## src/sv/hpf_pkg.sv

```systemverilog
`timescale 1ns / 1ps
package hpf_pkg;

  localparam int NUM_PCT = 4;
  // Total sample count is divided by 100 one byte per stage, most significant first.
  localparam int NDIG = 6;
  localparam int QDEPTH = 4;
  localparam logic [14:0] RANK_DIV = 15'd100;
  // 2^21 / 100 rounded up; exact for any value below 25600.
  localparam logic [14:0] DIV100_MUL = 15'd20972;

  typedef struct packed {
    logic [31:0]                  bin;
    logic [NUM_PCT-1:0][47:0]     lo;
    logic [NUM_PCT-1:0]           exact;
    logic                         last;
  } rank_item_t;

  function automatic logic [6:0] pct_val(input int k);
    case (k)
      0: return 7'd10;
      1: return 7'd50;
      2: return 7'd90;
      default: return 7'd99;
    endcase
  endfunction

  // Quotient of a value below 25600 divided by 100.
  function automatic logic [7:0] div100_q(input logic [14:0] v);
    logic [29:0] p;
    p = 30'(v) * 30'(DIV100_MUL);
    return p[28:21];
  endfunction

  function automatic logic [6:0] div100_r(input logic [14:0] v, input logic [7:0] q);
    logic [14:0] d;
    d = v - 15'(q) * RANK_DIV;
    return d[6:0];
  endfunction

endpackage

```

## src/sv/hpf_front.sv

```systemverilog
`timescale 1ns / 1ps
module hpf_front
  import hpf_pkg::*;
(
  input  logic        clk,
  input  logic        rst,
  input  logic        s_tvalid,
  output logic        s_tready,
  input  logic [79:0] s_tdata,
  input  logic        s_tlast,
  input  logic        q_full,
  output logic        q_push,
  output rank_item_t  q_item
);

  logic              sv   [NDIG];
  logic [47:0]       stot [NDIG];
  logic [31:0]       sbin [NDIG];
  logic              slast[NDIG];
  logic [6:0]        srem [NDIG];
  logic [47:0]       squo [NDIG];

  logic              rv;
  rank_item_t        ritem;
  rank_item_t        ritem_next;
  logic              advance;

  assign advance  = !rv || !q_full;
  assign s_tready = advance;
  assign q_push   = rv && !q_full;
  assign q_item   = ritem;

  // Long division of the total by 100, one byte per stage.
  for (genvar g = 0; g < NDIG; g++) begin : g_div
    logic              pv;
    logic [47:0]       ptot;
    logic [31:0]       pbin;
    logic              plast;
    logic [6:0]        prem;
    logic [47:0]       pquo;
    logic [14:0]       dv;
    logic [7:0]        dq;

    if (g == 0) begin : g_first
      assign pv    = s_tvalid;
      assign ptot  = s_tdata[79:32];
      assign pbin  = s_tdata[31:0];
      assign plast = s_tlast;
      assign prem  = 7'd0;
      assign pquo  = 48'd0;
    end else begin : g_rest
      assign pv    = sv[g-1];
      assign ptot  = stot[g-1];
      assign pbin  = sbin[g-1];
      assign plast = slast[g-1];
      assign prem  = srem[g-1];
      assign pquo  = squo[g-1];
    end

    assign dv = {prem, ptot[47-8*g -: 8]};
    assign dq = div100_q(dv);

    always_ff @(posedge clk) begin
      if (rst) begin
        sv[g] <= 1'b0;
      end else if (advance) begin
        sv[g] <= pv;
      end
      if (advance) begin
        stot[g]  <= ptot;
        sbin[g]  <= pbin;
        slast[g] <= plast;
        srem[g]  <= div100_r(dv, dq);
        squo[g]  <= {pquo[39:0], dq};
      end
    end
  end

  // total*p/100 = q*p + r*p/100 with total = 100*q + r.
  always_comb begin
    logic [14:0] w;
    logic [7:0]  f;
    logic [6:0]  m;
    ritem_next.bin  = sbin[NDIG-1];
    ritem_next.last = slast[NDIG-1];
    for (int k = 0; k < NUM_PCT; k++) begin
      w = 15'(srem[NDIG-1]) * 15'(pct_val(k));
      f = div100_q(w);
      m = div100_r(w, f);
      ritem_next.lo[k]    = 48'(squo[NDIG-1] * 48'(pct_val(k))) + 48'(f);
      ritem_next.exact[k] = (m == 7'd0);
    end
  end

  always_ff @(posedge clk) begin
    if (rst) begin
      rv <= 1'b0;
    end else if (advance) begin
      rv <= sv[NDIG-1];
    end
    if (advance) begin
      ritem <= ritem_next;
    end
  end

endmodule

```

## config.mk

```make
export PLATFORM = sky130hd
export DESIGN_NAME = hpf_front
export DESIGN_NICKNAME = d
export VERILOG_FILES = /design/src/sv/hpf_pkg.sv /design/src/sv/hpf_front.sv
export SDC_FILE = /design/constraint.sdc
export NUM_CORES = 2
export LEC_CHECK = 0
export BUFFER_PORTS_ARGS = -buffer_cell sky130_fd_sc_hd__buf_2
export CAP_MARGIN = 10
export CELL_PAD_IN_SITES_DETAIL_PLACEMENT = 0
export CELL_PAD_IN_SITES_GLOBAL_PLACEMENT = 1
export CORE_MARGIN = 5
export CORE_UTILIZATION = 26
export DETAILED_ROUTE_END_ITERATION = 6
export GPL_ROUTABILITY_DRIVEN = 0
export PLACE_DENSITY = 0.44
export SYNTH_ARGS = -nofsm -noshare
export SYNTH_HDL_FRONTEND = slang
export SYNTH_SLANG_ARGS = --single-unit
```

## constraint.sdc

```tcl
create_clock -name clk -period 22.6 [get_ports clk]
set_input_delay 1.13 -clock clk [delete_from_list [all_inputs] [get_ports clk]]
set_output_delay 1.13 -clock clk [all_outputs]
set_load 0.05 [all_outputs]
```

Yosys cells after proc, flatten, opt, wreduce, memory -nomap -nowiden. Memories as Yosys holds them, arrays and structs flattened. A register that Yosys moved wholly into a read port is not among the register bits. Cells that the tools add are included.

Logic and storage cells: 79. Bits in read-only memories: 0. Bits in registers: 196. Memories kept: 6. Bits of input ports: 85. RAM bits: 822. Bits in latches: 0.

Memory list: squo (depth 6, bits a word 48, read ports 6, clocked after Yosys merged registers in 0, wr ports 6, RTL line hpf_front.sv:21) `logic [47:0] squo [NDIG];`; stot (depth 6, bits a word 48, read ports 5, clocked after Yosys merged registers in 0, wr ports 6, RTL line hpf_front.sv:17) `logic [47:0] stot [NDIG];`; sbin (depth 6, bits a word 32, read ports 6, clocked after Yosys merged registers in 1, wr ports 6, RTL line hpf_front.sv:18) `logic [31:0] sbin [NDIG];`; srem (depth 6, bits a word 7, read ports 6, clocked after Yosys merged registers in 0, wr ports 6, RTL line hpf_front.sv:20) `logic [6:0] srem [NDIG];`; slast (depth 6, bits a word 1, read ports 6, clocked after Yosys merged registers in 1, wr ports 6, RTL line hpf_front.sv:19) `logic slast[NDIG];`; sv (depth 6, bits a word 1, read ports 6, clocked after Yosys merged registers in 1, wr ports 6, RTL line hpf_front.sv:16) `logic sv [NDIG];`.

Add/subtract/negate cells: 14. Reductions and logical operators: 8. Shift operators: 0. Muxes and demuxes: 12. $mul: 28. Equality and inequality tests: 0. Div/mod/pow operators: 0. Order comparisons: 0. Bitwise operators: 6.

Operators by type and width (count): 15-bit by 13-bit multiplier with 27-bit output, second input constant (5); 48-bit by 8-bit adder with 48-bit output (2); 7-bit subtractor (10); 8-bit by 5-bit multiplier with 5-bit output, second input constant (7); 48-bit by 5-bit adder with 48-bit output (1); 48-bit by 7-bit adder with 48-bit output (1); 48-bit by 3-bit multiplier with 47-bit output, second input constant (1); 48-bit by 5-bit multiplier with 47-bit output, second input constant (1); 48-bit by 6-bit multiplier with 47-bit output, second input constant (1); 48-bit by 7-bit multiplier with 48-bit output, second input constant (1); 7-bit logical NOT (4); 14-bit by 13-bit multiplier with 27-bit output, second input constant (1); 13-bit by 13-bit multiplier with 26-bit output, second input constant (1); 12-bit by 13-bit multiplier with 25-bit output, second input constant (1); 10-bit by 13-bit multiplier with 23-bit output, second input constant (1); 8-bit by 13-bit multiplier with 21-bit output, second input constant (1); 7-bit by 7-bit multiplier with 14-bit output, second input constant (1); 7-bit by 6-bit multiplier with 13-bit output, second input constant (1); 7-bit by 5-bit multiplier with 12-bit output, second input constant (1); 1-bit two-way mux (12); 7-bit by 3-bit multiplier with 10-bit output, second input constant (1); 7-bit by 5-bit multiplier with 5-bit output, second input constant (1); 1-bit OR (6); 2-bit by 5-bit multiplier with 5-bit output, second input constant (1); 4 further kinds (5).

Depth between registers and ports, before layout.
Word-level depth: 6. Gate-level depth with buffers: 54. Depth with buffers taken out: 53.

Worst setup path after synthesis. Ideal clock, no wire load.

Path type: input port to flip-flop. From: input port q_full. To: memory sv[0], enable pin. Stages: 2. Setup time: 447 ps. Data required time: 22153 ps. Buffers on the path: 0. Arrival time: 18299 ps. Path slack: 3854 ps. Cell sequence: nand2_1 or2_2.

RTL lines: start: declaration (RTL line hpf_front.sv:11) `input logic q_full,`; end: declaration (RTL line hpf_front.sv:16).

==> impl_metrics.yaml <==
run_status:
  status: "finished, final reports clean"
clock_network:
  clk_latency_ns: 0.81
  clock-sinks: 727
  htreeDepth: 3
  cts.repair.resized: 0
  cts_root_buffer: "clkbuf_16"
  cts_tree: "done"
  ctsHoldBuffers: 0
  cts_max_path_buffers: 4
  clk_pin_slew_ns: 0.07
  cts-buffers-inserted: 101
  cts_setup_buffers: 0
worst_setup_path:
  endpoint: "q_item[195]"
  reg2regPathDepth: 47
  critPathCaptureType: "flip-flop"
  required_ns: 23.13
  crit_buf_inv: 7
  critPathMostFrequentCell: "ha_1"
  rr_startpoint: "srem[5][2]"
  worstSetupPathType: "flip-flop to flip-flop"
  rr_endpoint: "q_item[195]"
  crit_slowest_cell: "edfxtp_1"
  path_delay_family: "adder cells"
  path_depth: 47
  critPathArrivalTime_ns: 15.10
  max_stage_delay_ns: 0.74
  cp_max_fo: 12
  crit_path_start: "srem[5][2]"
  critPathLaunchType: "flip-flop"
  r2r_slack_ns: 8.03
timing:
  rsz0062_at_grt: "false"
  min_period_ns: 14.57
  slew_viol_final: 0
  fin_ws_ns: 8.03
  hold_viol: 0
  fmax_ghz: 0.0687
  clock-skew-final_ns: 0.0507
  worstMarginPinSlew_ns: 1.18
  relSlewSlack: 0.213
  setup_tns_ns: 0
  post-route-period-util: 0.645
  setup_viol: 0
floorplanning:
  start_util: 0.261
  die_h_um: 550
  num_io_pins: 316
  rows: 198
  die_w_um: 550
  coreArea_um2: 291000
  die_area_um2: 302000
grt:
  grt.total_usage: 0.136
  grt_max_degree: 147
  overflow: 0
  grt_pass1_vias: 52403
  antenna_found_initial: 12
  grt_pass1_wl_mm: 317
synthesis:
  synth-xor-area-share: 0.0518
  synth_edf_count: 726
  synth_nets: 9040
  synth_area_um2: 75800
  yosysUniqueCellTypes: 97
  synthMuxAreaShare: 0.00107
  ys_seq_elements: 727
  synth-seq-area-share: 0.288
  synth-simple-area-share: 0.0618
  synth-main-ff-cell: "edfxtp_1"
  syn_avg_cell_area_um2: 11.2
  synth_cells: 6797
  synth_compound_area_frac: 0.0828
  async_reset_ff_frac: 0
  synthAdderAreaFrac: 0.434
  ys_warn_count: 0
  synth_top_family_by_area: "adder cells"
routing:
  firstDrtPassIters: 5
  first_iter_violations: 1786
  wirelength_mm: 204
  drcViolationCount: 0
  wl_per_cell_um: 18.3
  drtAntennaViolNets: 0
  vias: 47887
  vias_per_cell: 4.29
min_path:
  hold_path.class: "flip-flop to flip-flop"
finish:
  nets: 9419
  multi_input_area_um2: 47900
  areaGrowthSynthToFinish_pct: 12.8
  drive_above_1_share: 0.0763
  final-instance-count-excl-fill: 11155
  regArea_um2: 21800
  fill_cells: 30347
flow_run:
  drv_cap: 0
placed_design:
  port_buffers: 314
  dpl.cell_count: 10973
  hpwlAfterDp_mm: 172
  pre_cts_slack_ns: 7.78
## cells by family after synthesis
family,Yosys count
xor+xnor,445
simple gates,903
mux,8
other cells,1
flops,727
fa+ha+maj,2158
compound gates,928
buf+inv,1627
## worst min-delay path by stage
stage | from | to | cells past startpoint
after global routing | sbin[3][17] | sbin[4][17] | 0
after detailed placement | sbin[0][16] | sbin[1][16] | 0
after floorplan | slast[5] | q_item[0] | 0
after global placement | sbin[2][31] | sbin[3][31] | 0
final | squo[2][3] | squo[3][11] | 0
after CTS | squo[2][3] | squo[3][11] | 0
## cell usage after synthesis (45+ instances only)
library cell  count  area, um^2
nor3_1           85         425
o21bai_1         48         360
and3_1           45         282
clkbuf_1         53         199
nand3_1          78         390
a21o_1          160        1200
inv_1          1563        5870
a21oi_1         256        1280
xor2_1          130        1140
nand2_1         180         676
ha_1           1374       17200
o21ai_0         121         606
o21a_1           52         390
xnor2_1         313        2740
edfxtp_1        726       21800
fa_1            784       15700
nor2_1          213         800
## sequential cells by signal (all words and copies together), names as in the netlist
signal and flops:
q_item 228, sbin 192, squo 132, stot 128, srem 34, slast 6
sv 6, rv 1
## per-stage QoR
step,util,area [um^2],hold WS [ns]
after floorplan,-,75800,0.400
after global routing,0.294,85500,0.379
final,0.294,85500,0.366
after detailed placement,0.283,82200,0.405
after CTS,0.294,85500,0.376
after global placement,0.283,82200,0.401
## cells in the final DEF (no fill, tap or decap), drive strengths merged, types with 160 or more instances in the layout
cell type,n
a21oi,256
inv,1569
edfxtp,726
nor2,214
buf,340
ha,1374
a21o,160
nand2,180
xnor2,313
fa,784
## final cells by class
cell class / count / share of cell area
well taps: 3900 / 0.0571
clock buffers: 123 / 0.0310
diodes: 3 / 0.0000878
repair buffers: 340 / 0.0208
multi-input cells: 4443 / 0.560
clock inverters: 56 / 0.00752
flip-flops and latches: 727 / 0.255
inverters: 1563 / 0.0686
## layer usage
| layer | up-vias | global-route usage | routed length [um] | share of wire |
|---|---|---|---|---|
| li1 | 23700 | - | - | - |
| met1 | 23436 | 0.182 | 94100 | 0.46 |
| met2 | 569 | 0.233 | 98200 | 0.48 |
| met3 | 182 | 0.0145 | 6080 | 0.030 |
| met4 | 0 | 0.0341 | 5210 | 0.026 |
| met5 | - | 0 | 0 | 0 |
Power is not shown: default switching activity piles up to over one toggle a cycle in this logic, so the estimate is an artifact.
