<file path="src/sv/hpf_pkg.sv">
`timescale 1ns / 1ps
package hpf_pkg;

  localparam int NUM_PCT = 4;
  // Total sample count is divided by 100 one byte per stage, most significant first.
  localparam int NDIG = 6;
  localparam int QDEPTH = 4;
  localparam logic [14:0] RANK_DIV = 15'd100;
  // 2^21 / 100 rounded up; exact for any value below 25600.
  localparam logic [14:0] DIV100_MUL = 15'd20972;

  typedef struct packed {
    logic [31:0]                  bin;
    logic [NUM_PCT-1:0][47:0]     lo;
    logic [NUM_PCT-1:0]           exact;
    logic                         last;
  } rank_item_t;

  function automatic logic [6:0] pct_val(input int k);
    case (k)
      0: return 7'd10;
      1: return 7'd50;
      2: return 7'd90;
      default: return 7'd99;
    endcase
  endfunction

  // Quotient of a value below 25600 divided by 100.
  function automatic logic [7:0] div100_q(input logic [14:0] v);
    logic [29:0] p;
    p = 30'(v) * 30'(DIV100_MUL);
    return p[28:21];
  endfunction

  function automatic logic [6:0] div100_r(input logic [14:0] v, input logic [7:0] q);
    logic [14:0] d;
    d = v - 15'(q) * RANK_DIV;
    return d[6:0];
  endfunction

endpackage

</file>
<file path="src/sv/hpf_back.sv">
`timescale 1ns / 1ps
module hpf_back
  import hpf_pkg::*;
#(
  parameter int MAX_BINS = 256
) (
  input  logic        clk,
  input  logic        rst,
  input  logic [15:0] bin_width,
  input  logic        item_valid,
  input  rank_item_t  item,
  output logic        item_ready,
  output logic        m_tvalid,
  input  logic        m_tready,
  output logic [31:0] m_tdata,
  output logic [1:0]  m_tuser,
  output logic        m_tlast
);

  localparam int START_W = $clog2(MAX_BINS * 65535 + 1);
  localparam logic [START_W-1:0] START_MAX = START_W'(MAX_BINS * 65535);

  logic [47:0]             running_sum;
  logic [START_W-1:0]      bin_start;
  logic [NUM_PCT-1:0]      found;
  logic [24:0]             fval [NUM_PCT];

  logic [NUM_PCT-1:0]      bank_known;
  logic [24:0]             bank_val [NUM_PCT];
  logic                    pend;
  logic [1:0]              idx;

  logic                    bank_free;
  logic                    take;
  logic [48:0]             upper;
  logic [47:0]             sum_next;
  logic [START_W:0]        start_sum;
  logic [START_W-1:0]      start_next;
  logic [24:0]             val_start;
  logic [24:0]             val_mid;
  logic [24:0]             val_end;
  logic [NUM_PCT-1:0]      found_next;
  logic [24:0]             fval_next [NUM_PCT];
  logic [NUM_PCT-1:0]      end_found;
  logic [24:0]             end_val [NUM_PCT];

  assign bank_free  = !pend || (idx == 2'd3 && m_tready);
  assign item_ready = !item.last || bank_free;
  assign take       = item_valid && item_ready;

  assign upper      = {1'b0, running_sum} + {17'd0, item.bin};
  assign sum_next   = upper[48] ? {48{1'b1}} : upper[47:0];
  assign start_sum  = {1'b0, bin_start} + (START_W + 1)'(bin_width);
  assign start_next = (start_sum > {1'b0, START_MAX}) ? START_MAX : start_sum[START_W-1:0];
  assign val_start  = 25'({bin_start, 1'b0});
  assign val_mid    = val_start + 25'(bin_width);
  assign val_end    = 25'({start_next, 1'b0});

  always_comb begin
    logic [48:0] hi;
    for (int k = 0; k < NUM_PCT; k++) begin
      hi = {1'b0, item.lo[k]} + 49'(!item.exact[k]);
      found_next[k] = found[k];
      fval_next[k]  = fval[k];
      if (!found[k]) begin
        if (item.exact[k] && item.lo[k] == running_sum) begin
          found_next[k] = 1'b1;
          fval_next[k]  = val_start;
        end else if (running_sum <= item.lo[k] && hi <= upper) begin
          found_next[k] = 1'b1;
          fval_next[k]  = val_mid;
        end
      end
      // The end boundary is checked once the last bin has been added.
      end_found[k] = found_next[k] || (item.exact[k] && item.lo[k] == sum_next);
      end_val[k]   = found_next[k] ? fval_next[k] : val_end;
    end
  end

  always_ff @(posedge clk) begin
    if (rst) begin
      running_sum <= '0;
      bin_start   <= '0;
      found       <= '0;
      pend        <= 1'b0;
      idx         <= '0;
    end else begin
      if (take && item.last) begin
        pend <= 1'b1;
        idx  <= '0;
      end else if (pend && m_tready) begin
        idx <= idx + 1'b1;
        if (idx == 2'd3) begin
          pend <= 1'b0;
        end
      end
      if (take) begin
        if (item.last) begin
          running_sum <= '0;
          bin_start   <= '0;
          found       <= '0;
        end else begin
          running_sum <= sum_next;
          bin_start   <= start_next;
          found       <= found_next;
        end
      end
    end
  end

  always_ff @(posedge clk) begin
    if (take) begin
      for (int k = 0; k < NUM_PCT; k++) begin
        fval[k] <= fval_next[k];
      end
      if (item.last) begin
        bank_known <= end_found;
        for (int k = 0; k < NUM_PCT; k++) begin
          bank_val[k] <= end_val[k];
        end
      end
    end
  end

  assign m_tvalid = pend;
  assign m_tuser  = idx;
  assign m_tlast  = (idx == 2'd3);
  assign m_tdata  = {6'd0, bank_val[idx], bank_known[idx]};

endmodule

</file>
<file path="config.mk">
export PLATFORM = sky130hd
export DESIGN_NAME = hpf_back
export DESIGN_NICKNAME = d
export VERILOG_FILES = /design/src/sv/hpf_pkg.sv /design/src/sv/hpf_back.sv
export SDC_FILE = /design/constraint.sdc
export NUM_CORES = 2
export LEC_CHECK = 0
export BUFFER_PORTS_ARGS = -buffer_cell sky130_fd_sc_hd__clkbuf_2
export CORE_ASPECT_RATIO = 0.9
export CORE_MARGIN = 1
export CORE_UTILIZATION = 45
export DETAILED_ROUTE_END_ITERATION = 10
export PLACE_DENSITY_LB_ADDON = 0.3
export RECOVER_POWER = 25
export REMOVE_ABC_BUFFERS = 1
export SETUP_SLACK_MARGIN = 0.05
export SLEW_MARGIN = 20
export SYNTH_ARGS = -nofsm -noshare
export SYNTH_HDL_FRONTEND = slang
export SYNTH_SLANG_ARGS = --single-unit
</file>
<file path="constraint.sdc">
create_clock -name clk -period 9.2 [get_ports clk]
set_input_delay 2.3 -clock clk [delete_from_list [all_inputs] [get_ports clk]]
set_output_delay 2.3 -clock clk [all_outputs]
set_load 0.1 [all_outputs]
</file>
# Yosys cells after proc, flatten, opt, wreduce, memory -nomap -nowiden
# Memory sizes are Yosys's and may differ from the RTL's. A register that Yosys moved wholly into a read port is not among the register bits.
# Index checks and enable logic that the tools add are counted.
# word_totals
ff_bits,83
ramBits,200
inputBits,249
out_inout_bits,37
elab_cells,113
mem_count,2
# memory_table
name,words,width,rd,rd_ports_with_merged_regs,write_ports,line_no,text
bank_val,4,25,1,1,4,hpf_back.sv:29,logic [24:0] bank_val [NUM_PCT];
fval,4,25,4,0,4,hpf_back.sv:26,logic [24:0] fval [NUM_PCT];
# classes
addsub,8
magnitude_cmp,10
n_eq_ne,9
muxes,45
n_reduce_logical,33
# ops
operator,count
$mux W25,16
$eq A48 B48 Y1,8
$add A48 B1 Y49,4
$le A49 B49 Y1,4
$le A48 B48 Y1,4
$mux W48,2
$add A48 B32 Y49,1
$mux W24,2
$add A24 B16 Y25,1
$add A25 B16 Y25,1
$gt A25 B24 Y1 const B,1
$mux W1,21
$logic_and A1 B1 Y1,16
$logic_not A1 Y1,6
$logic_or A1 B1 Y1,6
$mux W2,2
$mux W4,1
$reduce_and A2 Y1,2
$reduce_bool A2 Y1,2
$lt A2 B3 Y1 const B,1
$add A2 B1 Y2 const B,1
$bmux W1 S2,1
$eq A2 B2 Y1 const B,1
$reduce_or A2 Y1,1

# Logic depth before layout (Yosys ltp)
# logic_depth
ltp_word,8
ltp_mapped,28
mapped_depth_nobuf,25

# Least setup slack after synthesis
# OpenSTA, ideal clock, no wires.
# synth_path
kind,input to register
startpoint,in m_tready
endpoint,reg found[3]
setup_ns,0.137
arrival_ns,8.513
required_time_ns,9.063
slack_ns,0.550
stages,6
path_cell_list,nand2_1 nand3_1 nand2_1 nor2_1 or2_2 a211oi_1
# synth_via
elab_chain_len,4
# synth_lines
item,line_no,text
"start, declared",hpf_back.sv:14,"input logic m_tready,"
$logic_and A1 B1 Y1,hpf_back.sv:47,assign bank_free = !pend || (idx == 2'd3 && m_tready);
$logic_or A1 B1 Y1,hpf_back.sv:47,
$logic_or A1 B1 Y1,hpf_back.sv:48,assign item_ready = !item.last || bank_free;
named net item_ready,hpf_back.sv:12,"output logic item_ready,"
$logic_and A1 B1 Y1,hpf_back.sv:49,assign take = item_valid && item_ready;
"end signal, assigned",hpf_back.sv:105,found <= found_next;
"end, declared",hpf_back.sv:25,logic [NUM_PCT-1:0] found;
# The timed path passes the listed nets, and every way through them passes these cells.
# A chain may end at the register's enable or synchronous reset.

==> out/results.ini <==
[global_routing]
grt_max_degree = 76
grt_pass1_wl_um = 277000
grt-ovfl-total = 0
antenna_found_initial = 24
track_usage_pct = 47.8
first_global_vias = 36500

[placement]
gp_congestion = 1.16
port_buffers = 279
dp_hpwl_um = 159000
place_ws_ns = 0.254
placed_area_um2 = 39300

[critical_path]
crit_arrival_ns = 9.23
end_kind = flip-flop
cp-startpoint = item[1]
crit_type = in -> reg
start_kind = input port
regToRegStartpoint = running_sum[7]
path_max_fanout = 14
critPathRequiredTime_ns = 9.62

[die]
rows = 97
die_area_um2 = 80500
die_w_um = 299
io-pin-count = 286
initial_utilization_pct = 45.7
die_h_um = 269
core_um2 = 78200

[timing]
max_freq_mhz = 114
hold_ws_ns = 0.508
worst_slew_pin_slew_ns = 3.16
min_period_over_period_pct = 95.7
fin_crit_ns = 8.81
finalClockSkew_ns = 0.0142
rsz0062_at_grt = no
relSlewSlack_pct = -112
worst_slack_ns = 0.394
setup_tns_ns = 0
hold_viol = 0
setup_violations = 0
slew_violations = 234

[final_layout]
stdcell_area_um2 = 40400
drive_gt1_share_pct = 13.7
synthToLayoutAreaGrowth_pct = 13.2
finalNetCount = 5469
final_common_cell = ha_1
final_cell_mix = ha_1, nand2_1, nor2_1
final.fill_count = 7606

[logic_synthesis]
yosys.cell_types.count = 114
synth-edff-count = 204
avgSynthCellArea_um2 = 8.00
synthFlopType = edfxtp_1
synth_seq_cells = 285
async_flop_share_pct = 0
synthCells = 4465
netlist_area_um2 = 35700
yosysWarnings = 0
ys_seq_area_share_pct = 21.7

[clock_network]
cts_repair_resize_count = 0
post_cts_buffers = 0
cts_tree = yes
clk_latency_ns = 0.60
clock_tree.root_cell = clkbuf_16
path_clk_slew_ns = 0.08
cts_sinks = 285
numCtsBuffers = 30
hold_buffers = 0
clockBufferDepth = 3
cts.htree.levels = 1

[routing]
drt-vias-per-instance = 7.00
drc_errors = 0
route.antenna.remaining_nets = 0
drtIter0Drc = 6924
vias = 40900
detail_route.first_pass.iterations = 6
totalWireLength_um = 200000
wire_per_inst_um = 34.3

[power_and_ir_drop]
p_int_w = 0.00300
comb_power_share_pct = 42.5
p_sw_share_pct = 41.8
power_frac_clock_pct = 26.8
seqPwrFrac_pct = 30.7
switchingPower_w = 0.00215
p_per_area_nw_per_um2 = 127
power.leakage_nw = 17.0
ir_drop_mv = 0.183

[min_path]
hp-start = running_sum[22]
hp-class = reg -> reg

[status]
violations = capacitance limit, slew limit
status = complete, but fails checks

[flow_run]
cap_viol_max_count = 6

## synthesized netlist by cell type, drive strengths merged (127+ instances only)
master / count / area share (%)
ha: 452 / 16
nand2: 354 / 3.7
nor2: 336 / 3.6
a21oi: 321 / 4.6
xnor2: 315 / 7.8
inv: 278 / 2.9
o21ai: 259 / 3.6
edfxtp: 204 / 17
nand3: 171 / 2.4
nand4: 168 / 2.9
clkbuf: 147 / 1.6
nor3: 146 / 2.1
a21o: 127 / 2.7
## critical path: stages
cell      delay (ns)
clkbuf_2        0.09
inv_1           0.21
ha_1            0.23
nand3_1         0.20
nor2_1          0.29
and3_1          0.32
nand2_1         0.18
nor3_1          0.76
nand3_1         0.44
or3_1           0.55
nor2b_1         0.17
xnor2_1         0.09
ha_1            0.30
nand4_1         0.14
nor3_1          0.27
buf_4           0.20
and2_1          0.25
nand4_1         0.19
nor2_1          0.13
mux2_2          0.19
o32ai_1         0.09
or3_1           0.57
buf_4           0.33
nor2_1          0.30
a221oi_1        0.16
o21ai_0         0.27
## layout make-up
| type | instances | area (um^2) | share of cell area [%] |
|---|---|---|---|
| flip-flops and latches | 285 | 7750 | 19.2 |
| clock inverters | 23 | 280 | 0.693 |
| well taps | 1039 | 1300 | 3.22 |
| repair buffers | 491 | 3140 | 7.76 |
| diodes | 15 | 37.5 | 0.0929 |
| inverters | 285 | 1070 | 2.65 |
| clock buffers | 33 | 793 | 1.96 |
| multi-input cells | 3672 | 26100 | 64.4 |
## worst paths after layout
path | endpoint | slack, ns | cells after the start
min reg2reg | running_sum[22] | 0.51 | 2
min | running_sum[22] | 0.51 | 2
max reg2reg | fval[0][7] | 1.77 | 21
max | fval[0][7] | 0.39 | 26
## per-stage QoR
| stage | instances | utilization [%] | power (W) |
|---|---|---|---|
| 6_report | 5843 | 51.7 | 0.00515 |
| 5_1_grt | 5835 | 51.7 | 0.00527 |
| 4_1_cts | 5828 | 51.7 | 0.00501 |
| 3_5_place_dp | 5772 | 50.3 | 0.00365 |
| 3_3_place_gp | 5772 | 50.3 | 0.00365 |
| 2_1_floorplan | 4242 | - | 0.00273 |
## metal layers
layer  up-vias  track usage, %  wire [um]  share of wire [%]
met1     19300            67.4      81700                 41
li1      17400               -          -                  -
met2      3569            61.5      73200                 37
met3       566            22.2      35400                 18
met4        14            18.6       9950                5.0
met5         -            1.01        187              0.093
## state kept, by name, summed over array words and instances (netlist names), named ones only
name	cells
m_tuser	2
fval	100
bin_start	24
bank_known	4
found	4
bank_val	100
m_tvalid	1
running_sum	48
## logic make-up after synthesis
group	Yosys count	synth area share, %
AND/OR/NAND/NOR	1516	21.3
AO/OA/AOI/OAI	1294	24.3
buffers and inverters	513	5.72
adder cells (fa/ha/maj)	457	16.1
XOR/XNOR	361	8.94
flip-flops	285	21.7
multiplexers	38	1.99
other	1	0.0105
## power groups by stage
stage	Clock, W	Sequential [W]	Combinational (W)
after CTS	0.00137	0.00157	0.00206
after global routing	0.00142	0.00159	0.00226
final	0.00138	0.00158	0.00219
after detailed placement	0	0.00160	0.00205
after floorplan	0	0.00159	0.00114
after global placement	0	0.00160	0.00205
Note: power is estimated with default switching activity, not from simulation.
