==> config.mk <==
export PLATFORM = sky130hd
export DESIGN_NAME = hpf_queue
export DESIGN_NICKNAME = d
export VERILOG_FILES = /design/src/sv/hpf_pkg.sv /design/src/sv/hpf_queue.sv
export SDC_FILE = /design/constraint.sdc
export NUM_CORES = 1
export LEC_CHECK = 0
export BUFFER_PORTS_ARGS = -buffer_cell sky130_fd_sc_hd__buf_2
export CAP_MARGIN = 20
export CORE_ASPECT_RATIO = 0.6
export CORE_MARGIN = 2
export CORE_UTILIZATION = 50
export CTS_BUF_LIST = sky130_fd_sc_hd__clkbuf_8
export DETAILED_ROUTE_END_ITERATION = 10
export GPL_TIMING_DRIVEN = 1
export PLACE_DENSITY_LB_ADDON = 0.1
export SLEW_MARGIN = 15
export SYNTH_ARGS = -nofsm -noshare
export SYNTH_HDL_FRONTEND = slang
export SYNTH_SLANG_ARGS = --single-unit
==> constraint.sdc <==
create_clock -name clk -period 11.4 [get_ports clk]
set_clock_uncertainty 0.1 [all_clocks]
set_input_delay 1.14 -clock clk [delete_from_list [all_inputs] [get_ports clk]]
set_output_delay 1.14 -clock clk [all_outputs]
set_load 0.01 [all_outputs]
==> src/sv/hpf_pkg.sv <==
`timescale 1ns / 1ps
package hpf_pkg;

  localparam int NUM_PCT = 4;
  // Total sample count is divided by 100 one byte per stage, most significant first.
  localparam int NDIG = 6;
  localparam int QDEPTH = 4;
  localparam logic [14:0] RANK_DIV = 15'd100;
  // 2^21 / 100 rounded up; exact for any value below 25600.
  localparam logic [14:0] DIV100_MUL = 15'd20972;

  typedef struct packed {
    logic [31:0]                  bin;
    logic [NUM_PCT-1:0][47:0]     lo;
    logic [NUM_PCT-1:0]           exact;
    logic                         last;
  } rank_item_t;

  function automatic logic [6:0] pct_val(input int k);
    case (k)
      0: return 7'd10;
      1: return 7'd50;
      2: return 7'd90;
      default: return 7'd99;
    endcase
  endfunction

  // Quotient of a value below 25600 divided by 100.
  function automatic logic [7:0] div100_q(input logic [14:0] v);
    logic [29:0] p;
    p = 30'(v) * 30'(DIV100_MUL);
    return p[28:21];
  endfunction

  function automatic logic [6:0] div100_r(input logic [14:0] v, input logic [7:0] q);
    logic [14:0] d;
    d = v - 15'(q) * RANK_DIV;
    return d[6:0];
  endfunction

endpackage

==> src/sv/hpf_queue.sv <==
`timescale 1ns / 1ps
module hpf_queue
  import hpf_pkg::*;
(
  input  logic       clk,
  input  logic       rst,
  input  logic       push,
  input  rank_item_t push_item,
  output logic       full,
  input  logic       pop,
  output logic       head_valid,
  output rank_item_t head_item
);

  localparam int PW = $clog2(QDEPTH);
  localparam int CW = $clog2(QDEPTH + 1);

  rank_item_t      mem [QDEPTH];
  logic [PW-1:0]   wptr;
  logic [PW-1:0]   rptr;
  logic [CW-1:0]   cnt;
  logic            do_pop;

  assign full       = (cnt == CW'(QDEPTH));
  assign head_valid = (cnt != '0);
  assign head_item  = mem[rptr];
  assign do_pop     = pop && head_valid;

  always_ff @(posedge clk) begin
    if (push) begin
      mem[wptr] <= push_item;
    end
  end

  always_ff @(posedge clk) begin
    if (rst) begin
      wptr <= '0;
      rptr <= '0;
      cnt  <= '0;
    end else begin
      if (push) begin
        wptr <= wptr + 1'b1;
      end
      if (do_pop) begin
        rptr <= rptr + 1'b1;
      end
      case ({push, do_pop})
        2'b10:   cnt <= cnt + 1'b1;
        2'b01:   cnt <= cnt - 1'b1;
        default: cnt <= cnt;
      endcase
    end
  end

endmodule

# Word-level counts from Yosys, hierarchy flattened
# Memories as Yosys holds them, arrays and structs flattened. A register that Yosys moved wholly into a read port is not among the register bits.
# Index checks and enable logic that the tools add are counted.
[word_totals]
mem_count = 1
in_bits = 233
reg_bits = 7
wordCells = 19
out_inout_bits = 231
ram_bits = 916
[op_classes]
n_eq_ne = 3
add_sub_neg = 4
muxes = 5
reduce_logical = 3
[mem_list]
columns = ["name", "words", "width", "rd", "rd_ports_with_merged_regs", "wr", "line_no", "rtl"]
rows = [
  ["mem", 4, 229, 1, 1, 1, "hpf_queue.sv:18", "rank_item_t mem [QDEPTH];"],
]
[ops]
columns = ["cell", "count"]
rows = [
  ["$pmux W3 S2", 1],
  ["$add A2 B1 Y2 const B", 2],
  ["$mux W2", 2],
  ["$add A3 B1 Y3 const B", 1],
  ["$eq A3 B3 Y1 const B", 1],
  ["$reduce_bool A3 Y1", 1],
  ["$sub A3 B1 Y3 const B", 1],
  ["$eq A2 B1 Y1 const B", 1],
  ["$eq A2 B2 Y1 const B", 1],
  ["$mux W1", 2],
  ["$reduce_bool A2 Y1", 1],
  ["$logic_and A1 B1 Y1", 1],
]

# Longest topological paths before layout
# Gate-level depths: netlist (run 1).
[depth]
word_depth = 4
depth_mapped = 7
mapped_depth_nobuf = 7

# Least setup slack after synthesis (run 1)
# Ideal clock, no wire load.
[synth_timing]
path_type = "input to register"
start = "in push"
end = "mem mem[0][0] in the netlist's numbering (enable)"
n_path_buf = 0
setup_time_ps = 617
stages = 1
arrival_time_ps = 6324
setup_slack_ps = 4359
required_time_ps = 10683
cell_sequence = "and2_1"
[synth_via]
elab_chain_cells = 2
[synth_lines]
columns = ["item", "line_no", "rtl"]
rows = [
  ["from (decl)", "hpf_queue.sv:7", "input logic push,"],
  ["$mux W1", "hpf_queue.sv:30", "if (push) begin"],
  ["$mux W1 (implied by the code)", "hpf_queue.sv:31", "mem[wptr] <= push_item;"],
  ["to (decl)", "hpf_queue.sv:18", ""],
]
# No other way between the ends.

==> results.py, run 1 <==
metrics = {
    "placed_design": {
        "portBuffers": 463,
        "dpl.hpwl_mm": 39.2,
        "gp_congestion": 0.756,
        "place_ws_ns": 6.34,
    },
    "sta": {
        "max_freq_ghz": 0.183,
        "finalSetupTns_ns": 0,
        "finalCritPeriodShare_pct": 48.0,
        "slew_headroom_pct": 29.6,
        "worstMarginPinSlew_ns": 1.06,
        "setup_ws_ns": 5.93,
        "drv_slew": 0,
        "rsz0062_at_grt": "no",
        "finalCriticalPeriod_ns": 5.47,
        "setup_violations": 0,
        "hold_viol": 0,
    },
    "synth": {
        "synth-seq-cells": 925,
        "ys_types": 23,
        "yosys_warnings": 0,
        "synth_seq_area_share_pct": 82.1,
        "syn_avg_cell_area_um2": 27.1,
        "syn_area_mm2": 0.0337,
        "synthCells": 1244,
        "syn_nets": 1483,
    },
    "global_routing": {
        "grt_max_degree": 137,
        "antenna_found_initial": 22,
        "grt_pass1_vias": 15700,
        "grt_pass1_wl_mm": 98.5,
        "grt_remaining_overflow": 0,
        "grt_usage_pct": 19.3,
    },
    "cts": {
        "cts_hold_buf": 0,
        "clk_path_buf_depth": 3,
        "h-tree-depth": 4,
        "cts_sinks": 925,
        "path_clk_slew_ns": 0.05,
        "clk_latency_ns": 0.70,
        "numCtsBuffers": 135,
        "cts-resized-gates": 0,
        "root_buffer": "clkbuf_8",
        "cts_tree": "yes",
        "post_cts_buffers": 0,
    },
    "critical_path": {
        "cpPeakStageDelay_ns": 0.96,
        "required_ns": 10.16,
        "path_class": "register to primary output",
        "cp_slowest_cell": "dfxtp_4",
        "cp.arrival_ns": 4.23,
        "end_kind": "primary output",
        "path_buf_inv": 4,
        "cp_cell_sequence": "buf_4 > buf_4 > buf_12 > mux4_2 > buf_2",
        "cp-start-kind": "register",
        "crit_family": "buffers and inverters",
        "rr_startpoint": "wptr[0]",
        "cp_common_cell": "buf_4",
        "crit_fanout": 45,
    },
    "floorplanning": {
        "std_cell_rows": 73,
        "core_mm2": 0.0665,
        "ios": 464,
        "start_util_pct": 50.7,
        "die_h_um": 205,
        "fp.dieW_um": 339,
        "dieArea_mm2": 0.0696,
    },
    "routing": {
        "viasPerCell": 5.35,
        "ant_nets": 0,
        "postRouteWirelength_mm": 67.0,
        "wire_per_inst_um": 23.7,
        "vias": 15100,
        "drt_iter0_drc": 1079,
        "firstDrtPassIters": 5,
        "drc_errors": 0,
    },
    "pwr": {
        "p_per_area_mw_per_mm2": 198,
        "p_leak_nw": 13.1,
        "peakVddDrop_mv": 0.125,
    },
    "min_path": {
        "min_from": "rptr[1]",
        "holdCritPathClass": "register to register",
    },
    "finish": {
        "drive_gt1_share_pct": 46.0,
        "fillers": 4867,
        "syn2layout_area_growth_pct": 16.2,
        "num-nets-final": 2050,
    },
    "status": {
        "outcome": "finished, final reports clean",
    },
    "job": {
        "cap_violations": 0,
    },
}
-- per-layer routing --
metal  up-vias  wire, um  GRT usage, %
met5         -        92             0
met4        16      1400          6.29
met3       117      4840          6.26
met2       428     32900          30.3
met1      7953     27700          25.9
li1       6577         -             -
-- power by group --
part | switching, mW | internal (mW) | total (mW)
Sequential | 0.0785 | 3.92 | 4.00
Clock | 1.20 | 1.18 | 2.38
Combinational | 0.709 | 0.673 | 1.38
-- sequential cells by signal (all words and copies together) (netlist names), named ones only --
name,cells
rptr,2
wptr,2
mem,916
cnt,3
-- metrics by stage --
step           hold slack [ns]  power (mW)  utilization, %  std cells  cell area (um2)
3_3_place_gp             0.412        5.46            55.2       2572            36700
5_1_grt                  0.465        8.12            58.9       2812            39200
4_1_cts                  0.428        7.87            58.8       2804            39100
6_report                 0.427        7.76            58.9       2823            39200
2_1_floorplan            0.383        5.08               -       1244            33700
3_5_place_dp             0.414        5.48            55.2       2572            36700
-- cell usage after synthesis --
cell type  number  area, um2
buf_2          22        110
buf_12         22        440
edfxtp_1      916      27500
o21ai_0         1       5.00
mux4_2        229       5160
buf_8           1       15.0
xnor2_1         2       17.5
o311ai_0        1       8.76
fa_1            1       20.0
buf_6           2       22.5
inv_1           6       22.5
mux2i_1         1       10.0
and2_1          4       25.0
nor2_1          8       30.0
clkbuf_1        4       15.0
buf_4           1       7.51
ha_1            5       62.6
and3_1          1       6.26
a21oi_1         2       10.0
o31a_1          1       8.76
or3_1           2       12.5
xor2_1          3       26.3
dfxtp_1         9        180
-- final timing paths --
| check | to | slack (ns) | cells after the start |
|---|---|---|---|
| setup / recovery | head_item[195] | 5.93 | 5 |
| hold / removal | rptr[1] | 0.43 | 2 |
| setup reg to reg | mem[2][114] | 7.81 | 5 |
| hold reg to reg | rptr[1] | 0.43 | 2 |
-- logic make-up (layout without fill, tap and decap cells) --
logic type               Yosys count  after routing  share of synthesized area, %
multiplexers                     230            230                          15.3
flip-flops                       925            925                          82.1
AO/OA/AOI/OAI                      5              5                        0.0965
buffers and inverters             58            720                          1.88
other                              0             17                             0
AND/OR/NAND/NOR                   15             15                         0.219
XOR/XNOR                           5              5                         0.130
adder cells (fa/ha/maj)            6              6                         0.245
-- final cells by class --
| type | instances | area (um2) | share of cell area, % |
|---|---|---|---|
| inverters | 6 | 22.5 | 0.0575 |
| clock buffers | 144 | 1980 | 5.06 |
| flip-flops and latches | 925 | 27700 | 70.7 |
| clock inverters | 88 | 402 | 1.02 |
| multi-input cells | 261 | 5410 | 13.8 |
| well taps | 900 | 1130 | 2.87 |
| diodes | 17 | 42.5 | 0.109 |
| repair buffers | 482 | 2520 | 6.42 |
-- tightest hold or removal path: stages (launching register included) --
cell	delay, ns
dfxtp_1	0.33
xor2_1	0.06
nor2_1	0.09
-- cell usage in the layout, fill, tap and decap left out, types with 2 or more instances in the layout --
cell / n
clkinv_2: 6
nor2_1: 8
diode_2: 17
dfxtp_4: 2
mux4_2: 229
and2_4: 4
buf_12: 3
clkinv_1: 33
buf_2: 463
a21oi_1: 2
clkinvlp_4: 6
xor2_1: 3
xnor2_1: 2
ha_1: 5
clkbuf_8: 144
or3_1: 2
dfxtp_1: 7
inv_1: 46
edfxtp_1: 916
inv_8: 2
buf_4: 15
Note: power is estimated with default switching activity, not from simulation.
==> run 2, diff against run 1 <==
Settings changed: ABC_AREA from default to 1.
Clock period 11.4 ns to 5.6 ns, I/O delays scaled along.
==> results.py, run 2 <==
metrics = {
    "status": {
        "outcome": "finished, final reports clean",
    },
    "sta": {
        "setup_violations": 0,
        "slew_headroom_pct": 15.1,
        "finalCriticalPeriod_ns": 4.49,
        "drv_slew": 0,
        "max_freq_ghz": 0.223,
        "finalSetupTns_ns": 0,
        "whs_ns": 0.113,
        "hold_viol": 0,
        "worstMarginPinSlew_ns": 1.27,
        "rsz0062_at_grt": "no",
        "finalCritPeriodShare_pct": 80.1,
    },
    "placed_design": {
        "dpl_cell_area_mm2": 0.0372,
        "dpl.cell_count": 3525,
        "dpl.hpwl_mm": 43.0,
        "gp_congestion": 0.760,
        "portBuffers": 463,
    },
    "floorplanning": {
        "ios": 464,
        "die_h_um": 207,
        "core_mm2": 0.0681,
        "start_util_pct": 50.5,
        "fp.dieW_um": 342,
        "std_cell_rows": 74,
        "dieArea_mm2": 0.0709,
    },
    "cts": {
        "h-tree-depth": 4,
        "root_buffer": "clkbuf_8",
        "cts_tree": "yes",
        "cts_sinks": 925,
        "path_clk_slew_ns": 0.06,
        "clk_latency_ns": 0.72,
        "cts-resized-gates": 0,
        "clk_path_buf_depth": 3,
        "post_cts_buffers": 0,
        "cts_hold_buf": 232,
        "numCtsBuffers": 136,
    },
    "routing": {
        "drt_iter0_drc": 1609,
        "drc_errors": 0,
        "firstDrtPassIters": 5,
        "vias": 21500,
        "wire_per_inst_um": 20.4,
        "ant_nets": 0,
        "viasPerCell": 5.37,
        "postRouteWirelength_mm": 81.4,
    },
    "pwr": {
        "p_per_area_mw_per_mm2": 381,
        "peakVddDrop_mv": 0.230,
        "total_power_mw": 16.0,
        "p_leak_nw": 14.8,
    },
    "finish": {
        "num-nets-final": 3222,
        "largest_register_ffs": 916,
        "design_area_mm2": 0.0419,
        "largestRegisters": "mem: 916 flops, cnt: 3 flops",
        "final_cell_mix": "edfxtp_1 (916), nor2_1 (464), buf_2 (463), o21ai_0 (422), dlygate4sd3_1 (232)",
        "top_register": "mem",
        "drive_gt1_share_pct": 21.3,
        "layout_commonest_cell": "edfxtp_1",
        "fillers": 5163,
        "fin_cells": 3996,
        "syn2layout_area_growth_pct": 22.0,
    },
    "synth": {
        "synth_commonest_cells": "edfxtp_1 (916), nor2_1 (464), o21ai_0 (422)",
        "synthCells": 2280,
        "synthMostInstantiatedCell": "edfxtp_1",
        "syn_avg_cell_area_um2": 15.1,
        "synth_seq_area_share_pct": 80.6,
        "synth_edf_count": 916,
        "async_flop_share_pct": 0,
        "yosysTopAreaCellShare_pct": 80.1,
        "syn_area_mm2": 0.0344,
        "syn_nets": 2519,
        "netlist_top_cells_area": "edfxtp_1 (80%), o21ai_0 (6.1%), nor2_1 (5.1%), o22ai_1 (4.2%), buf_6 (1.0%)",
        "synth_top_flop_cell": "edfxtp_1",
        "ys_types": 20,
        "yosys_warnings": 0,
        "synth_area_leader_cell": "edfxtp_1",
        "synth-seq-cells": 925,
    },
    "critical_path": {
        "cp-start-kind": "register",
        "path_buf_inv": 3,
        "crit_family": "buffers and inverters",
        "end_kind": "primary output",
        "path_class": "register to primary output",
        "required_ns": 4.94,
        "crit_fanout": 219,
        "cp_slowest_cell": "dfxtp_4",
        "cpPeakStageDelay_ns": 0.92,
        "cp_cell_sequence": "clkinv_8 > buf_4 > o21ai_0 > o22ai_1 > buf_2",
        "cp.arrival_ns": 3.83,
    },
    "global_routing": {
        "antenna_found_initial": 5,
        "grt_pass1_vias": 21700,
        "grt_max_degree": 227,
        "grt_usage_pct": 22.6,
        "grt_pass1_wl_mm": 123,
        "grt_remaining_overflow": 0,
    },
    "min_path": {
        "holdCritPathClass": "input pin to register",
    },
    "job": {
        "cap_violations": 0,
    },
}
-- run 2: worst paths after layout --
path            start            end  slack, ns  cells past startpoint
max reg2reg   wptr[0]    mem[0][175]       3.05                      6
max          register  head_item[68]       1.11                      5
min reg2reg   wptr[1]        wptr[1]       0.43                      2
min              push        wptr[1]       0.11                      3
-- run 2: where the power goes --
group | internal, mW | total, mW | switching (mW)
combinational | 0.995 | 2.97 | 1.97
sequential | 7.93 | 8.06 | 0.126
clock | 2.47 | 4.93 | 2.46
-- run 2: cells by family (layout without fill, tap and decap cells) --
family | count (synthesis) | in the layout | share of synthesized area, %
flops | 925 | 925 | 80.6
compound gates | 696 | 696 | 11.0
simple gates | 483 | 483 | 5.29
buf+inv | 170 | 967 | 2.92
fa+ha+maj | 6 | 6 | 0.240
other cells | 0 | 7 | 0
-- run 2: routing by layer --
metal / GRT usage, % / up-vias / wire length, um / part of all wire [%]
li1: - / 10100 / - / -
met1: 30.3 / 10700 / 35300 / 43
met2: 36.5 / 570 / 39100 / 48
met3: 5.82 / 136 / 5190 / 6.4
met4: 7.29 / 4 / 1810 / 2.2
met5: 0 / - / 18 / 0.022
-- run 2: layout make-up --
cell class,instances,area (um2),area share (%)
sequential,925,27700,66.0
multi-input combinational,1185,5670,13.5
timing repair buffer,716,4880,11.6
clock buffer,141,1940,4.63
tap,912,1140,2.72
clock inverter,91,474,1.13
inverter,19,106,0.254
antenna,7,17.5,0.0418
-- run 2: through the flow --
| step | util [%] | setup slack (ns) |
|---|---|---|
| after floorplan | - | 1.00 |
| after global placement | 54.6 | 1.91 |
| after detailed placement | 54.6 | 1.82 |
| after CTS | 61.6 | 0.983 |
| after global routing | 61.6 | 0.695 |
| final | 61.6 | 1.11 |
-- run 2: worst min-delay path: cells and delay by family --
kind / cells / cell delay (ns)
buf+inv: 2 / 0.25
compound gates: 1 / 0.08
==> run 3, diff against run 2 <==
Clock period 5.6 ns to 3.8 ns, I/O delays scaled along.
==> results.py, run 3 (synthesized netlist as in run 2, its figures left out) <==
metrics = {
    "critical_path": {
        "crit_fanout": 126,
        "cp_slowest_cell": "dfxtp_4",
        "path_class": "register to primary output",
        "cp_cell_sequence": "clkinv_8 > buf_4 > nor2_1 > o22ai_1 > buf_2",
        "end_kind": "primary output",
        "cp.arrival_ns": 2.64,
        "required_ns": 3.32,
        "cp-start-kind": "register",
        "cpPeakStageDelay_ns": 0.40,
    },
    "finish": {
        "num-nets-final": 3240,
        "fin_util_pct": 62.2,
        "layout_commonest_cell": "edfxtp_1",
        "design_area_mm2": 0.0423,
        "largestRegisters": "mem: 916 flops, cnt: 3 flops",
        "largest_register_ffs": 916,
        "syn2layout_area_growth_pct": 23.2,
        "top_register": "mem",
        "fillers": 5119,
        "drive_gt1_share_pct": 22.1,
        "final_cell_mix": "edfxtp_1 (916), nor2_1 (464), buf_2 (463), o21ai_0 (422), dlygate4sd3_1 (233)",
    },
    "pwr": {
        "total_power_mw": 23.6,
        "p_leak_nw": 15.0,
        "peakVddDrop_mv": 0.352,
        "p_per_area_mw_per_mm2": 558,
    },
    "routing": {
        "postRouteWirelength_mm": 82.2,
        "drt_iter0_drc": 1451,
        "vias": 21600,
        "ant_nets": 0,
        "drc_errors": 0,
        "firstDrtPassIters": 5,
        "viasPerCell": 5.37,
        "wire_per_inst_um": 20.4,
    },
    "floorplanning": {
        "die_h_um": 207,
        "start_util_pct": 50.5,
        "std_cell_rows": 74,
        "ios": 464,
        "fp.dieW_um": 342,
        "dieArea_mm2": 0.0709,
        "core_mm2": 0.0681,
    },
    "cts": {
        "cts_tree": "yes",
        "root_buffer": "clkbuf_8",
        "clk_path_buf_depth": 3,
        "clk_latency_ns": 0.72,
        "numCtsBuffers": 135,
        "cts_sinks": 925,
        "h-tree-depth": 4,
        "path_clk_slew_ns": 0.07,
        "post_cts_buffers": 0,
    },
    "placed_design": {
        "place_ws_ns": 1.48,
        "portBuffers": 463,
        "gp_congestion": 0.762,
        "dpl_cell_area_mm2": 0.0375,
        "dpl.hpwl_mm": 45.4,
    },
    "sta": {
        "drv_slew": 0,
        "max_freq_ghz": 0.320,
        "setup_violations": 0,
        "worstMarginPinSlew_ns": 0.866,
        "finalCritPeriodShare_pct": 82.2,
        "hold_viol": 0,
        "rsz0062_at_grt": "no",
        "finalCriticalPeriod_ns": 3.12,
        "whs_ns": 0.285,
        "slew_headroom_pct": 42.3,
        "setup_ws_ns": 0.676,
    },
    "global_routing": {
        "antenna_found_initial": 9,
        "grt_remaining_overflow": 0,
        "grt_usage_pct": 23.0,
        "grt_pass1_wl_mm": 124,
        "grt_max_degree": 145,
        "grt_pass1_vias": 21800,
    },
    "job": {
        "cap_violations": 0,
    },
    "min_path": {
        "holdCritPathClass": "input pin to register",
    },
    "status": {
        "outcome": "finished, final reports clean",
    },
}
run 3: changes by cell type in the layout (fill, tap and decap cells not counted), moves of 2 or more:
cell,previous run,this run
buf_12,7,24
clkinvlp_4,8,10
dfxtp_1,7,5
dfxtp_2,0,2
ha_1,5,2
ha_2,0,3
inv_1,53,56
inv_2,0,2
inv_6,4,2
nand2_1,15,12
nand2_2,0,3
run 3: power breakdown:
part	total, mW	leakage, nW	switching (mW)	internal (mW)
Combinational	4.55	5.08	3.01	1.54
Clock	7.29	1.40	3.63	3.65
Sequential	11.8	8.49	0.106	11.7
run 3: area by class of cell:
cell class	instances	area (um2)	area share, %
sequential	925	27700	65.4
inverter	19	104	0.245
timing repair buffer	735	5240	12.4
antenna	6	15.0	0.0355
clock buffer	142	1950	4.62
clock inverter	94	480	1.14
tap	912	1140	2.70
multi-input combinational	1185	5690	13.4
run 3: final timing paths:
| check | startpoint | to | slack [ns] | cells after the start |
|---|---|---|---|---|
| max | register | head_item[161] | 0.68 | 5 |
| min | push_item[74] | mem[2][74] | 0.28 | 2 |
| max reg2reg | wptr[0] | mem[3][158] | 1.59 | 4 |
| min reg2reg | wptr[1] | wptr[1] | 0.39 | 2 |
run 3: timing repair:
item / CTS / global route
setup endpoints to repair: 0 / 0
hold endpoints to repair: 925 / 0
gates resized for setup: 0 / 0
hold buffers: 233 / 0
run 3: critical path, delay by kind of cell, from the launching register on:
kind	cells	cell delay, ns
AND/OR/NAND/NOR	1	0.07
buffers and inverters	3	0.93
AO/OA/AOI/OAI	1	0.35
flip-flops	1	0.40
run 3: layer usage:
metal	GRT usage, %	wire length (um)	vias to the layer above
li1	-	-	10100
met1	30.2	34200	10700
met2	37.8	40500	624
met3	5.98	5770	137
met4	6.75	1630	6
met5	0	36	-
run 3: metrics by stage:
stage          std cells  setup TNS (ns)
3_3_place_gp        3543               0
4_1_cts             4012               0
6_report            4018               0
2_1_floorplan       2280         -648.74
3_5_place_dp        3543               0
5_1_grt             4015               0
